[src/rtl/core/pds_pkg.sv]
// Package for the PLL divider search block: widths, default ranges, register
// indexes and the controller/datapath command and status structs.
// No dependencies.
package pds_pkg;

    localparam int unsigned FREQ_W   = 26;
    localparam int unsigned VCO_W    = 29;
    localparam int unsigned CFG_W    = 29;
    localparam int unsigned IDX_W    = 3;
    localparam int unsigned M_W      = 6;
    localparam int unsigned N_W      = 9;
    localparam int unsigned R_W      = 4;
    localparam int unsigned DIV_W    = 6;

    localparam int unsigned DEF_M_MIN = 1;
    localparam int unsigned DEF_M_MAX = 8;
    localparam int unsigned DEF_N_MIN = 8;
    localparam int unsigned DEF_N_MAX = 86;
    localparam int unsigned DEF_R_MIN = 2;
    localparam int unsigned DEF_R_MAX = 8;

    localparam logic [FREQ_W-1:0] RST_CRYSTAL  = 26'd0;
    localparam logic [FREQ_W-1:0] RST_INTERNAL = 26'd16000000;
    localparam logic [FREQ_W-1:0] RST_PIN_MIN  = 26'd4000000;
    localparam logic [FREQ_W-1:0] RST_PIN_MAX  = 26'd16000000;
    localparam logic [VCO_W-1:0]  RST_VCO_MIN  = 29'd64000000;
    localparam logic [VCO_W-1:0]  RST_VCO_MAX  = 29'd344000000;

    typedef enum logic [IDX_W-1:0] {
        REG_CRYSTAL  = 3'd0,
        REG_INTERNAL = 3'd1,
        REG_PIN_MIN  = 3'd2,
        REG_PIN_MAX  = 3'd3,
        REG_VCO_MIN  = 3'd4,
        REG_VCO_MAX  = 3'd5,
        REG_DIV_MODE = 3'd6
    } t_reg_idx;

    // Commands from the controller to the datapath.
    typedef struct packed {
        logic load_item;   // latch target and base
        logic div_start;   // start a serial division
        logic div_pin;     // 1: base/M, 0: vco/div
        logic calc_vco;    // vco = pin * n
    } t_dp_cmd;

    // Status from the datapath to the controller.
    typedef struct packed {
        logic div_done;
        logic pin_ok;
        logic vco_ok;
        logic hit;
    } t_dp_sts;

endpackage

[src/rtl/core/pds_ctrl.sv]
// Controller of the PLL divider search: walks M, N, R and sequences the datapath.
// Depends on pds_pkg.
module pds_ctrl #(
    parameter int unsigned M_MIN = pds_pkg::DEF_M_MIN,
    parameter int unsigned M_MAX = pds_pkg::DEF_M_MAX,
    parameter int unsigned N_MIN = pds_pkg::DEF_N_MIN,
    parameter int unsigned N_MAX = pds_pkg::DEF_N_MAX,
    parameter int unsigned R_MIN = pds_pkg::DEF_R_MIN,
    parameter int unsigned R_MAX = pds_pkg::DEF_R_MAX
) (
    input  logic                      i_clk,
    input  logic                      i_rst_n,
    input  logic                      i_start,
    output logic                      o_busy,
    input  pds_pkg::t_dp_sts          i_sts,
    output pds_pkg::t_dp_cmd          o_cmd,
    output logic [pds_pkg::M_W-1:0]   o_m,
    output logic [pds_pkg::N_W-1:0]   o_n,
    output logic [pds_pkg::R_W-1:0]   o_r,
    output logic                      o_done,
    output logic                      o_found
);

    typedef enum logic [2:0] {
        S_IDLE, S_MSTEP, S_PDIV, S_NSTEP, S_VCO, S_RSTEP, S_RDIV
    } t_state;

    // Counters carry one spare bit so that a loop ending at the field's top value
    // still terminates.
    localparam logic [pds_pkg::M_W:0] MLO = (pds_pkg::M_W+1)'(M_MIN);
    localparam logic [pds_pkg::M_W:0] MHI = (pds_pkg::M_W+1)'(M_MAX);
    localparam logic [pds_pkg::N_W:0] NLO = (pds_pkg::N_W+1)'(N_MIN);
    localparam logic [pds_pkg::N_W:0] NHI = (pds_pkg::N_W+1)'(N_MAX);
    localparam logic [pds_pkg::R_W:0] RLO = (pds_pkg::R_W+1)'(R_MIN);
    localparam logic [pds_pkg::R_W:0] RHI = (pds_pkg::R_W+1)'(R_MAX);

    t_state r_state;
    logic [pds_pkg::M_W:0] r_m;
    logic [pds_pkg::N_W:0] r_n;
    logic [pds_pkg::R_W:0] r_r;
    logic r_done, r_found;

    assign o_busy  = (r_state != S_IDLE);
    assign o_m     = r_m[pds_pkg::M_W-1:0];
    assign o_n     = r_n[pds_pkg::N_W-1:0];
    assign o_r     = r_r[pds_pkg::R_W-1:0];
    assign o_done  = r_done;
    assign o_found = r_found;

    // Commands decode from the present state.
    always_comb begin
        o_cmd           = '0;
        o_cmd.load_item = (r_state == S_IDLE) && i_start;
        o_cmd.div_start = (r_state == S_MSTEP && r_m <= MHI && r_m != '0)
                        || (r_state == S_RSTEP && r_r <= RHI);
        o_cmd.div_pin   = (r_state == S_MSTEP);
        o_cmd.calc_vco  = (r_state == S_NSTEP && r_n <= NHI);
    end

    // Search sequencer: counters hold the candidate under test.
    always_ff @(posedge i_clk) begin
        if (!i_rst_n) begin
            r_state <= S_IDLE;
            r_m     <= '0;
            r_n     <= '0;
            r_r     <= '0;
            r_done  <= 1'b0;
            r_found <= 1'b0;
        end else begin
            r_done <= 1'b0;
            case (r_state)
                S_IDLE: begin
                    if (i_start) begin
                        r_m     <= MLO;
                        r_state <= S_MSTEP;
                    end
                end
                S_MSTEP: begin
                    if (M_MIN > M_MAX || r_m > MHI) begin
                        r_done  <= 1'b1;
                        r_found <= 1'b0;
                        r_m     <= '0;
                        r_n     <= '0;
                        r_r     <= '0;
                        r_state <= S_IDLE;
                    end else if (r_m == '0) begin
                        r_m <= r_m + 1'b1;
                    end else begin
                        r_state <= S_PDIV;
                    end
                end
                S_PDIV: begin
                    if (i_sts.div_done) begin
                        if (i_sts.pin_ok) begin
                            r_n     <= NLO;
                            r_state <= S_NSTEP;
                        end else begin
                            r_m     <= r_m + 1'b1;
                            r_state <= S_MSTEP;
                        end
                    end
                end
                S_NSTEP: begin
                    if (N_MIN > N_MAX || r_n > NHI) begin
                        r_m     <= r_m + 1'b1;
                        r_state <= S_MSTEP;
                    end else begin
                        r_state <= S_VCO;
                    end
                end
                S_VCO: begin
                    if (i_sts.vco_ok) begin
                        r_r     <= RLO;
                        r_state <= S_RSTEP;
                    end else begin
                        r_n     <= r_n + 1'b1;
                        r_state <= S_NSTEP;
                    end
                end
                S_RSTEP: begin
                    if (R_MIN > R_MAX || r_r > RHI) begin
                        r_n     <= r_n + 1'b1;
                        r_state <= S_NSTEP;
                    end else begin
                        r_state <= S_RDIV;
                    end
                end
                S_RDIV: begin
                    if (i_sts.div_done) begin
                        if (i_sts.hit) begin
                            r_done  <= 1'b1;
                            r_found <= 1'b1;
                            r_state <= S_IDLE;
                        end else begin
                            r_r     <= r_r + 1'b1;
                            r_state <= S_RSTEP;
                        end
                    end
                end
                default: r_state <= S_IDLE;
            endcase
        end
    end

    // A result strobe only leaves the search states.
    a_done_from_busy: assert property (@(posedge i_clk) disable iff (!i_rst_n)
        r_done |-> $past(r_state == S_MSTEP || r_state == S_RDIV))
        else $error("done without a finished search");
    // A found result carries an in-range M.
    a_found_range: assert property (@(posedge i_clk) disable iff (!i_rst_n)
        (r_done && r_found) |-> (r_m >= MLO && r_m <= MHI && r_m != '0))
        else $error("found with M out of range");
    // The controller is idle whenever the result strobe is high.
    a_idle_after_done: assert property (@(posedge i_clk) disable iff (!i_rst_n)
        r_done |-> r_state == S_IDLE)
        else $error("controller not idle after result");

endmodule

[src/rtl/core/pds_dp.sv]
// Datapath of the PLL divider search: registers, VCO multiply, and a bit-serial
// divider shared by base/M and vco/div. Depends on pds_pkg.
module pds_dp (
    input  logic                        i_clk,
    input  logic                        i_rst_n,
    input  pds_pkg::t_dp_cmd            i_cmd,
    output pds_pkg::t_dp_sts            o_sts,
    input  logic [pds_pkg::VCO_W-1:0]   i_target,
    input  logic                        i_use_crystal,
    input  logic [pds_pkg::FREQ_W-1:0]  i_crystal,
    input  logic [pds_pkg::FREQ_W-1:0]  i_internal,
    input  logic [pds_pkg::FREQ_W-1:0]  i_pin_min,
    input  logic [pds_pkg::FREQ_W-1:0]  i_pin_max,
    input  logic [pds_pkg::VCO_W-1:0]   i_vco_min,
    input  logic [pds_pkg::VCO_W-1:0]   i_vco_max,
    input  logic                        i_div_mode,
    input  logic [pds_pkg::M_W-1:0]     i_m,
    input  logic [pds_pkg::N_W-1:0]     i_n,
    input  logic [pds_pkg::R_W-1:0]     i_r
);

    localparam int unsigned PV_W  = pds_pkg::FREQ_W + pds_pkg::N_W;
    localparam int unsigned DVD_W = PV_W;
    localparam int unsigned CNT_W = $clog2(DVD_W + 1);

    logic [pds_pkg::VCO_W-1:0]  r_target;
    logic [pds_pkg::FREQ_W-1:0] r_base;
    logic [pds_pkg::FREQ_W-1:0] r_pin;
    logic [PV_W-1:0]            r_vco;
    logic                       w_vco_ok;
    logic [DVD_W-1:0]           r_quo;
    logic [pds_pkg::DIV_W-1:0]  r_rem;
    logic [pds_pkg::DIV_W-1:0]  r_dsr;
    logic [CNT_W-1:0]           r_cnt;
    logic                       r_busy;
    logic                       r_pmode;
    logic                       r_done;

    logic [pds_pkg::DIV_W+1:0]  w_trial;
    logic [pds_pkg::R_W:0]      w_rsum;
    logic [pds_pkg::DIV_W-1:0]  w_rdiv;
    logic [pds_pkg::DIV_W:0]    w_rem_sh;

    // Output divisor: r+1, doubled in the second divide mode.
    assign w_rsum = {1'b0, i_r} + 1'b1;
    assign w_rdiv = i_div_mode ? {w_rsum, 1'b0} : {1'b0, w_rsum};
    assign w_rem_sh = {r_rem, r_quo[DVD_W-1]};
    assign w_trial  = {1'b0, w_rem_sh} - {2'b00, r_dsr};

    // Restoring division, one quotient bit per cycle.
    always_ff @(posedge i_clk) begin
        if (!i_rst_n) begin
            r_busy <= 1'b0;
            r_done <= 1'b0;
            r_cnt  <= '0;
        end else begin
            r_done <= 1'b0;
            if (i_cmd.div_start) begin
                r_busy <= 1'b1;
                r_cnt  <= CNT_W'(DVD_W);
            end else if (r_busy) begin
                r_cnt <= r_cnt - 1'b1;
                if (r_cnt == CNT_W'(1)) begin
                    r_busy <= 1'b0;
                    r_done <= 1'b1;
                end
            end
        end
    end

    // Division operands and shifting registers.
    always_ff @(posedge i_clk) begin
        if (i_cmd.div_start) begin
            r_pmode <= i_cmd.div_pin;
            r_rem   <= '0;
            if (i_cmd.div_pin) begin
                r_quo <= DVD_W'(r_base);
                r_dsr <= pds_pkg::DIV_W'(i_m);
            end else begin
                r_quo <= r_vco;
                r_dsr <= w_rdiv;
            end
        end else if (r_busy) begin
            if (!w_trial[pds_pkg::DIV_W+1]) begin
                r_rem <= w_trial[pds_pkg::DIV_W-1:0];
                r_quo <= {r_quo[DVD_W-2:0], 1'b1};
            end else begin
                r_rem <= w_rem_sh[pds_pkg::DIV_W-1:0];
                r_quo <= {r_quo[DVD_W-2:0], 1'b0};
            end
        end
    end

    // Item latch, PLL input capture and VCO product.
    always_ff @(posedge i_clk) begin
        if (i_cmd.load_item) begin
            r_target <= i_target;
            r_base   <= i_use_crystal ? i_crystal : i_internal;
        end
        if (r_done && r_pmode) begin
            r_pin <= r_quo[pds_pkg::FREQ_W-1:0];
        end
        if (i_cmd.calc_vco) begin
            r_vco    <= PV_W'(r_pin) * PV_W'(i_n);
        end
    end

    assign w_vco_ok = (r_vco >= PV_W'(i_vco_min)) && (r_vco <= PV_W'(i_vco_max));

    always_comb begin
        o_sts          = '0;
        o_sts.div_done = r_done;
        o_sts.pin_ok   = (r_quo >= DVD_W'(i_pin_min)) && (r_quo <= DVD_W'(i_pin_max));
        o_sts.vco_ok   = w_vco_ok;
        o_sts.hit      = (r_quo == DVD_W'(r_target));
    end

endmodule

[src/rtl/core/pll_divider_search.sv]
// Top level of the PLL divider search: configuration registers, controller
// and datapath. Depends on pds_pkg, pds_ctrl and pds_dp.
//
//  channel | ports                                         | handshake
//  config  | i_cfg_we, i_cfg_idx, i_cfg_data               | write when i_cfg_we
//  item in | i_target_frequency, i_use_crystal             | start && !busy
//  result  | o_found, o_divider_m, o_multiplier_n, o_divider_r | o_done, one cycle
//
// Each M costs a step plus a base/M division; with the PLL input in its window
// each N costs a step and a VCO check, each R with the VCO in its window a step
// and a vco/div division, and each finished N or R loop a further step. The
// divider is 35-bit and bit-serial. Reset is synchronous and restores the
// register defaults.
// The result strobe cannot be stalled; busy falls with it.
module pll_divider_search #(
    parameter int unsigned M_MIN = pds_pkg::DEF_M_MIN,
    parameter int unsigned M_MAX = pds_pkg::DEF_M_MAX,
    parameter int unsigned N_MIN = pds_pkg::DEF_N_MIN,
    parameter int unsigned N_MAX = pds_pkg::DEF_N_MAX,
    parameter int unsigned R_MIN = pds_pkg::DEF_R_MIN,
    parameter int unsigned R_MAX = pds_pkg::DEF_R_MAX
) (
    input  logic                        i_clk,
    input  logic                        i_rst_n,
    input  logic                        i_cfg_we,
    input  logic [pds_pkg::IDX_W-1:0]   i_cfg_idx,
    input  logic [pds_pkg::CFG_W-1:0]   i_cfg_data,
    input  logic                        start,
    output logic                        busy,
    input  logic [pds_pkg::VCO_W-1:0]   i_target_frequency,
    input  logic                        i_use_crystal,
    output logic                        o_done,
    output logic                        o_found,
    output logic [pds_pkg::M_W-1:0]     o_divider_m,
    output logic [pds_pkg::N_W-1:0]     o_multiplier_n,
    output logic [pds_pkg::R_W-1:0]     o_divider_r
);

    logic [pds_pkg::FREQ_W-1:0] r_crystal, r_internal, r_pin_min, r_pin_max;
    logic [pds_pkg::VCO_W-1:0]  r_vco_min, r_vco_max;
    logic                       r_div_mode;

    pds_pkg::t_dp_cmd w_cmd;
    pds_pkg::t_dp_sts w_sts;
    logic [pds_pkg::M_W-1:0] w_m;
    logic [pds_pkg::N_W-1:0] w_n;
    logic [pds_pkg::R_W-1:0] w_r;

    // Configuration register file.
    always_ff @(posedge i_clk) begin
        if (!i_rst_n) begin
            r_crystal  <= pds_pkg::RST_CRYSTAL;
            r_internal <= pds_pkg::RST_INTERNAL;
            r_pin_min  <= pds_pkg::RST_PIN_MIN;
            r_pin_max  <= pds_pkg::RST_PIN_MAX;
            r_vco_min  <= pds_pkg::RST_VCO_MIN;
            r_vco_max  <= pds_pkg::RST_VCO_MAX;
            r_div_mode <= 1'b0;
        end else if (i_cfg_we) begin
            case (i_cfg_idx)
                pds_pkg::REG_CRYSTAL:  r_crystal  <= i_cfg_data[pds_pkg::FREQ_W-1:0];
                pds_pkg::REG_INTERNAL: r_internal <= i_cfg_data[pds_pkg::FREQ_W-1:0];
                pds_pkg::REG_PIN_MIN:  r_pin_min  <= i_cfg_data[pds_pkg::FREQ_W-1:0];
                pds_pkg::REG_PIN_MAX:  r_pin_max  <= i_cfg_data[pds_pkg::FREQ_W-1:0];
                pds_pkg::REG_VCO_MIN:  r_vco_min  <= i_cfg_data;
                pds_pkg::REG_VCO_MAX:  r_vco_max  <= i_cfg_data;
                pds_pkg::REG_DIV_MODE: r_div_mode <= i_cfg_data[0];
                default: ;
            endcase
        end
    end

    pds_ctrl #(
        .M_MIN(M_MIN), .M_MAX(M_MAX), .N_MIN(N_MIN),
        .N_MAX(N_MAX), .R_MIN(R_MIN), .R_MAX(R_MAX)
    ) u_ctrl (
        .i_clk   (i_clk),
        .i_rst_n (i_rst_n),
        .i_start (start),
        .o_busy  (busy),
        .i_sts   (w_sts),
        .o_cmd   (w_cmd),
        .o_m     (w_m),
        .o_n     (w_n),
        .o_r     (w_r),
        .o_done  (o_done),
        .o_found (o_found)
    );

    pds_dp u_dp (
        .i_clk         (i_clk),
        .i_rst_n       (i_rst_n),
        .i_cmd         (w_cmd),
        .o_sts         (w_sts),
        .i_target      (i_target_frequency),
        .i_use_crystal (i_use_crystal),
        .i_crystal     (r_crystal),
        .i_internal    (r_internal),
        .i_pin_min     (r_pin_min),
        .i_pin_max     (r_pin_max),
        .i_vco_min     (r_vco_min),
        .i_vco_max     (r_vco_max),
        .i_div_mode    (r_div_mode),
        .i_m           (w_m),
        .i_n           (w_n),
        .i_r           (w_r)
    );

    assign o_divider_m    = w_m;
    assign o_multiplier_n = w_n;
    assign o_divider_r    = w_r;

endmodule
[config.mk]
export PLATFORM = sky130hd
export DESIGN_NAME = pll_divider_search
export DESIGN_NICKNAME = d
export VERILOG_FILES = /design/src/rtl/core/pds_pkg.sv /design/src/rtl/core/pds_ctrl.sv /design/src/rtl/core/pds_dp.sv /design/src/rtl/core/pll_divider_search.sv
export SDC_FILE = /design/constraint.sdc
export NUM_CORES = 1
export LEC_CHECK = 0
export BUFFER_PORTS_ARGS = -buffer_cell sky130_fd_sc_hd__buf_2
export CAP_MARGIN = 20
export CORE_MARGIN = 2
export CORE_UTILIZATION = 60
export CTS_CLUSTER_SIZE = 28
export DETAILED_ROUTE_END_ITERATION = 10
export GPL_TIMING_DRIVEN = 1
export PLACE_DENSITY_LB_ADDON = 0.05
export SLEW_MARGIN = 20
export SYNTH_ARGS = -nofsm -noshare
export SYNTH_HDL_FRONTEND = slang
export SYNTH_SLANG_ARGS = --single-unit
[constraint.sdc]
create_clock -name i_clk -period 15.81 [get_ports i_clk]
set_input_delay 2.3715 -clock i_clk [delete_from_list [all_inputs] [get_ports i_clk]]
set_output_delay 2.3715 -clock i_clk [all_outputs]
set_load 0.005 [all_outputs]
Word level (Yosys, flattened, before mapping)
Cells that the tools add are included.
- output and inout bits: 22
- flip-flop bits (word level): 362
- word-level logic and storage cells: 156
- add/sub/neg operators: 6
- reduce and logical (&&, ||, !) cells: 33
- bitwise operators: 2
- mux-type cells: 51
- magnitude comparators: 10
- eq/ne operators: 28
- multipliers: 1
- operators by type and width (cell ; count):
    two-way mux 35 bit ; 3
    two-way mux 10 bit ; 5
    two-way mux 7 bit ; 6
    case mux 10 bit (4 select lines) ; 1
    == test 35 x 29 -> 1 bit ; 1
    >= comparator 35 x 26 -> 1 bit ; 1
    >= comparator 35 x 29 -> 1 bit ; 1
    <= comparator 35 x 26 -> 1 bit ; 1
    <= comparator 35 x 29 -> 1 bit ; 1
    multiplier 26 x 9 -> 35 bit ; 1
    two-way mux 6 bit ; 5
    case mux 7 bit (4 select lines) ; 1
    two-way mux 3 bit ; 9
    two-way mux 26 bit ; 1
    case mux 3 bit (7 select lines) ; 1
    two-way mux 5 bit ; 4
    == test 3 bit, second input constant ; 6
    case mux 5 bit (3 select lines) ; 1
    inequality test 2 bit, second input constant ; 7
    AND reduction 2 bit ; 7
    == test 3 x 2 -> 1 bit, second input constant ; 4
    AND reduction 6 bit ; 2
    two-way mux 1 bit ; 11
    adder 10 x 1 -> 10 bit, second input constant ; 1
    30 further kinds ; 50

Depth between registers and ports, before layout
- depth after elaboration: 5
- gate-level depth with buffers: 21
- mapped depth without buffers: 20

Modules after synthesis
From an unflattened synthesis, not the netlist that was laid out.
- cell total of the unflattened synthesis: 2625
- area, all modules: 25649.6 sq um
- modules (own cells, without submodules) (module ; instances ; cells each ; area each (sq um)):
    pds_dp ; 1 ; 1783 ; 17413.0
    pll_divider_search ; 1 ; 592 ; 6256.0
    pds_ctrl ; 1 ; 250 ; 1980.6

Worst setup path before layout
No wires, ideal clock.
- path type: reg2reg
- start: register u_ctrl.r_n[2] (netlist bit)
- end: register u_dp.r_vco[31] (data pin)
- path slack: 10.459 ns
- stages on the path, launching flop included: 20
- setup time: 0.260 ns
- arrival time: 5.091 ns
- period minus slack after synthesis: 5.351 ns
- cell sequence: dfxtp_1 > clkbuf_1 > clkbuf_1 > nand2_1 > fa_1 > inv_1 > fa_1 > fa_1 > inv_1 > fa_1 > inv_1 > ha_1 > nand3_1 > or4_1 > nand4_1 > nand2_1 > o31ai_1 > a211o_1 > a21oi_1 > xnor2_1
- cells in the longest elaborated chain, start to end: 1
- ends and longest elaborated chain (item ; RTL line ; text):
    start, declared ; pds_ctrl.sv:39 ; logic [pds_pkg::N_W:0] r_n;
    start signal, assigned ; pds_ctrl.sv:116 ; r_n <= r_n + 1'b1;
    start signal, assigned ; pds_ctrl.sv:122 ; r_n <= r_n + 1'b1;
    multiplier 26 x 9 -> 35 bit ; pds_dp.sv:104 ; r_vco <= PV_W'(r_pin) * PV_W'(i_n);
    end signal, assigned ; pds_dp.sv:104 ;
    end, declared ; pds_dp.sv:29 ; logic [PV_W-1:0] r_vco;
Every way passes these cells.
A chain may end at the register's enable or synchronous reset.

Worst setup path in the final report
- start: register u_ctrl.r_n[5] (netlist bit)
- end: register u_dp.r_vco[33] (data pin)
Same word-level chain as after synthesis.

==> impl_metrics.toml <==
[run_status]
run_status = "complete, no violations"

[route]
drc = 0
drt-total-wl_mm = 64.64
num_vias = 18800
vias_per_cell = 5.747
wire_per_inst_um = 19.76
dr.pass1.iters = 5
ant_nets = 0
drt_iter0_drc = 1366

[finish]
drive_above_1_share_pct = 7.740
diodes = 0
nets = 3122
syn_to_final_growth_pct = 8.440
n_fill_cell = 3339

[placement]
place_congestion = 0.9175
hpwl_mm = 47.95
port-buffer-count = 87

[floorplan]
dieArea_um2 = 42600
coreArea_um2 = 40650
die_x_um = 206.4
rows = 74
initial_utilization_pct = 60.47
pin_count = 88
die_h_um = 206.4

[critical_path]
r2r_slack_ns = 9.73
arrival_ns = 6.40
r2r-start = "u_ctrl.r_n[5]"
path_class = "register to register"
r2r.worst_path.cells = 16
crit_required_ns = 16.13
r2r-end = "u_dp.r_vco[33]"
worst-path-max-fanout = 31
startpoint_type = "register"
cp-end-kind = "register"

[synthesis]
syn-cell-area_um2 = 24580
netlist_instances = 2688
yosys.area.top_type_share_pct = 19.30
async_flop_share_pct = 0
yosysUniqueCellTypes = 75
synth_top_area_cell = "edfxtp_1"
ys_seq_area_share_pct = 35.92
synth_edf_count = 158
synthTopCellsByCount = "532 x nand2_1, 346 x inv_1, 204 x dfxtp_1"
synth.avg_cell_area_um2 = 9.144
syn_nets = 3103
ys_seq_elements = 362
ys_warn_count = 0
ys.flop_type = "dfxtp_1"
ys_top_cells_by_area = "edfxtp_1 19%, dfxtp_1 17%, fa_1 14%"
yosysMostFrequentCell = "nand2_1"

[clocking]
cts_made_buffers = 41
cts_tree = "built"
cts_hold_buf = 0
htreeDepth = 2
cts_max_path_buffers = 3
cts_sinks = 362
cts_resized = 0
root_buffer = "clkbuf_16"
worstSkewPairLatency_ns = 0.59
cts_setup_buffers = 0
clk_pin_slew_ns = 0.06

[pwr]
p_leak_nw = 11.74
p_sw_w = 0.0008989
seq_power_share_pct = 44.8
powerDensity_nw_per_um2 = 105.2
totalPowerFinal_w = 0.002804
clkPwrFrac_pct = 34.9
ir_drop_mv = 0.08216
switching_share_pct = 32.06
p_comb_share_pct = 20.3
p_int_w = 0.001905

[global_routing]
track_usage_pct = 31.57
grt_pass1_wl_mm = 102.9
overflow = 0
antenna_found_initial = 0
first_global_vias = 18600
grt_start_max_net_pins = 63

[sta]
finalSetupViolCount = 0
finClkSkew_ns = 0.02519
finalCriticalPeriod_ns = 6.078
final_max_slew_viol_count = 0
max_slew_margin_pct = 24.74
fmax_mhz = 164.5
final_hold_viol_count = 0
post-route-period-util_pct = 38.44
rsz0062_at_grt = "false"
tightestPinTransition_ns = 1.119
fin_tns_setup_ns = 0

[worst_hold_path]
holdPathEnd = "r_vco_min[8]"
min_from = "r_vco_min[8]"
hold_path.class = "register to register"
min_path_cells = 2

[flow_run]
cap_violations = 0
-- kinds of logic after synthesis --
family,after synthesis,synth area share [%]
adders and majority gates,349,22.96
buffers and inverters,477,7.712
AOI/OAI and AO/OA,449,11.82
DFF,362,35.92
and+or+nand+nor,951,17.73
muxes,32,1.441
xor gates and xnor gates,68,2.423
-- worst max-delay path by stage --
stage	startpoint	end	slack (ns)	cells after the start
6_report	u_ctrl.r_n[5]	u_dp.r_vco[33]	9.73	16
2_1_floorplan	u_ctrl.r_n[2]	u_dp.r_vco[31]	10.46	19
4_1_cts	u_ctrl.r_n[5]	u_dp.r_vco[33]	9.77	16
3_3_place_gp	u_ctrl.r_n[4]	u_dp.r_vco[33]	9.94	16
5_1_grt	u_ctrl.r_n[7]	u_dp.r_vco[23]	9.44	17
3_5_place_dp	u_ctrl.r_n[7]	u_dp.r_vco[33]	9.81	16
-- cells in the final DEF, fill, tap and decap left out, types with 5 or more instances in the layout --
cell type	n
a2111oi_0	5
a211oi_1	10
a21boi_0	64
a21o_1	41
a21oi_1	152
a22oi_1	5
a31oi_1	29
and2_1	144
and3_1	14
buf_2	86
buf_4	20
clkbuf_1	14
clkbuf_16	43
clkinv_1	5
dfxtp_1	204
edfxtp_1	158
fa_1	170
ha_1	179
inv_1	344
mux2_2	27
mux2i_1	5
nand2_1	532
nand2b_1	17
nand3_1	47
nand4_1	22
nor2_1	99
nor2b_1	14
nor3_1	17
nor4_1	7
o211ai_1	35
o21a_1	12
o21ai_0	47
o21bai_1	8
o2bb2ai_1	6
o31ai_1	7
or3_1	5
xnor2_1	37
xor2_1	31
-- power groups by stage --
| stage | Clock [W] | Sequential (W) | Combinational, W |
|---|---|---|---|
| floorplan | 0 | 0.00121 | 0.000415 |
| global placement | 0 | 0.00127 | 0.000540 |
| detailed placement | 0 | 0.00127 | 0.000562 |
| CTS | 0.000989 | 0.00125 | 0.000566 |
| global route | 0.00103 | 0.00127 | 0.000641 |
| finish | 0.000979 | 0.00126 | 0.000569 |
-- layout make-up --
type | count | area (um2) | area share (%)
Sequential cell | 362 | 8828 | 33.12
Inverter | 346 | 1300 | 4.877
Timing Repair Buffer | 107 | 600.6 | 2.253
Multi-Input combinational cell | 1849 | 13890 | 52.11
Clock buffer | 57 | 1129 | 4.234
Clock inverter | 18 | 242.7 | 0.9107
Tap cell | 532 | 665.6 | 2.497
-- worst max-delay path, cell delays in order, from the launching register on --
cell and delay, ns:
dfxtp_1 1.05, and2_1 0.28, fa_1 0.41, fa_1 0.48, fa_1 0.58, inv_1 0.07, fa_1 0.54, inv_1 0.04
ha_1 0.39, nand3_1 0.20, or4_1 0.54, nand4_1 0.11, nand2_1 0.10, o31ai_1 0.55, a21oi_1 0.14, o21ai_0 0.23
xnor2_1 0.08
-- state kept, by name (all words and copies together), names as in the netlist, 29 cells and up --
name           cells
r_vco_max         29
r_vco_min         29
u_dp.r_quo        35
u_dp.r_target     29
u_dp.r_vco        35
-- per-stage QoR --
stage | setup WS, ns | instance area (um2) | util [%] | hold WS (ns) | instances
final | 9.732 | 26650 | 65.58 | 0.4548 | 3271
after global routing | 9.444 | 26650 | 65.58 | 0.4723 | 3271
after CTS | 9.767 | 26630 | 65.51 | 0.4562 | 3270
after detailed placement | 9.810 | 25260 | 62.14 | 0.4451 | 3195
after global placement | 9.938 | 25260 | 62.14 | 0.4380 | 3195
after floorplan | 10.46 | 24580 | - | 0.4329 | 2688
-- per-layer routing --
metal / track usage (%) / vias up / share of wire (%)
li1: - / 8862 / -
met3: 5.109 / 103 / 7.4
met4: 9.643 / 0 / 2.8
met5: 0 / - / 0
met1: 44.89 / 9200 / 44
met2: 49.63 / 634 / 45
Power figures use the tool's default switching activity.
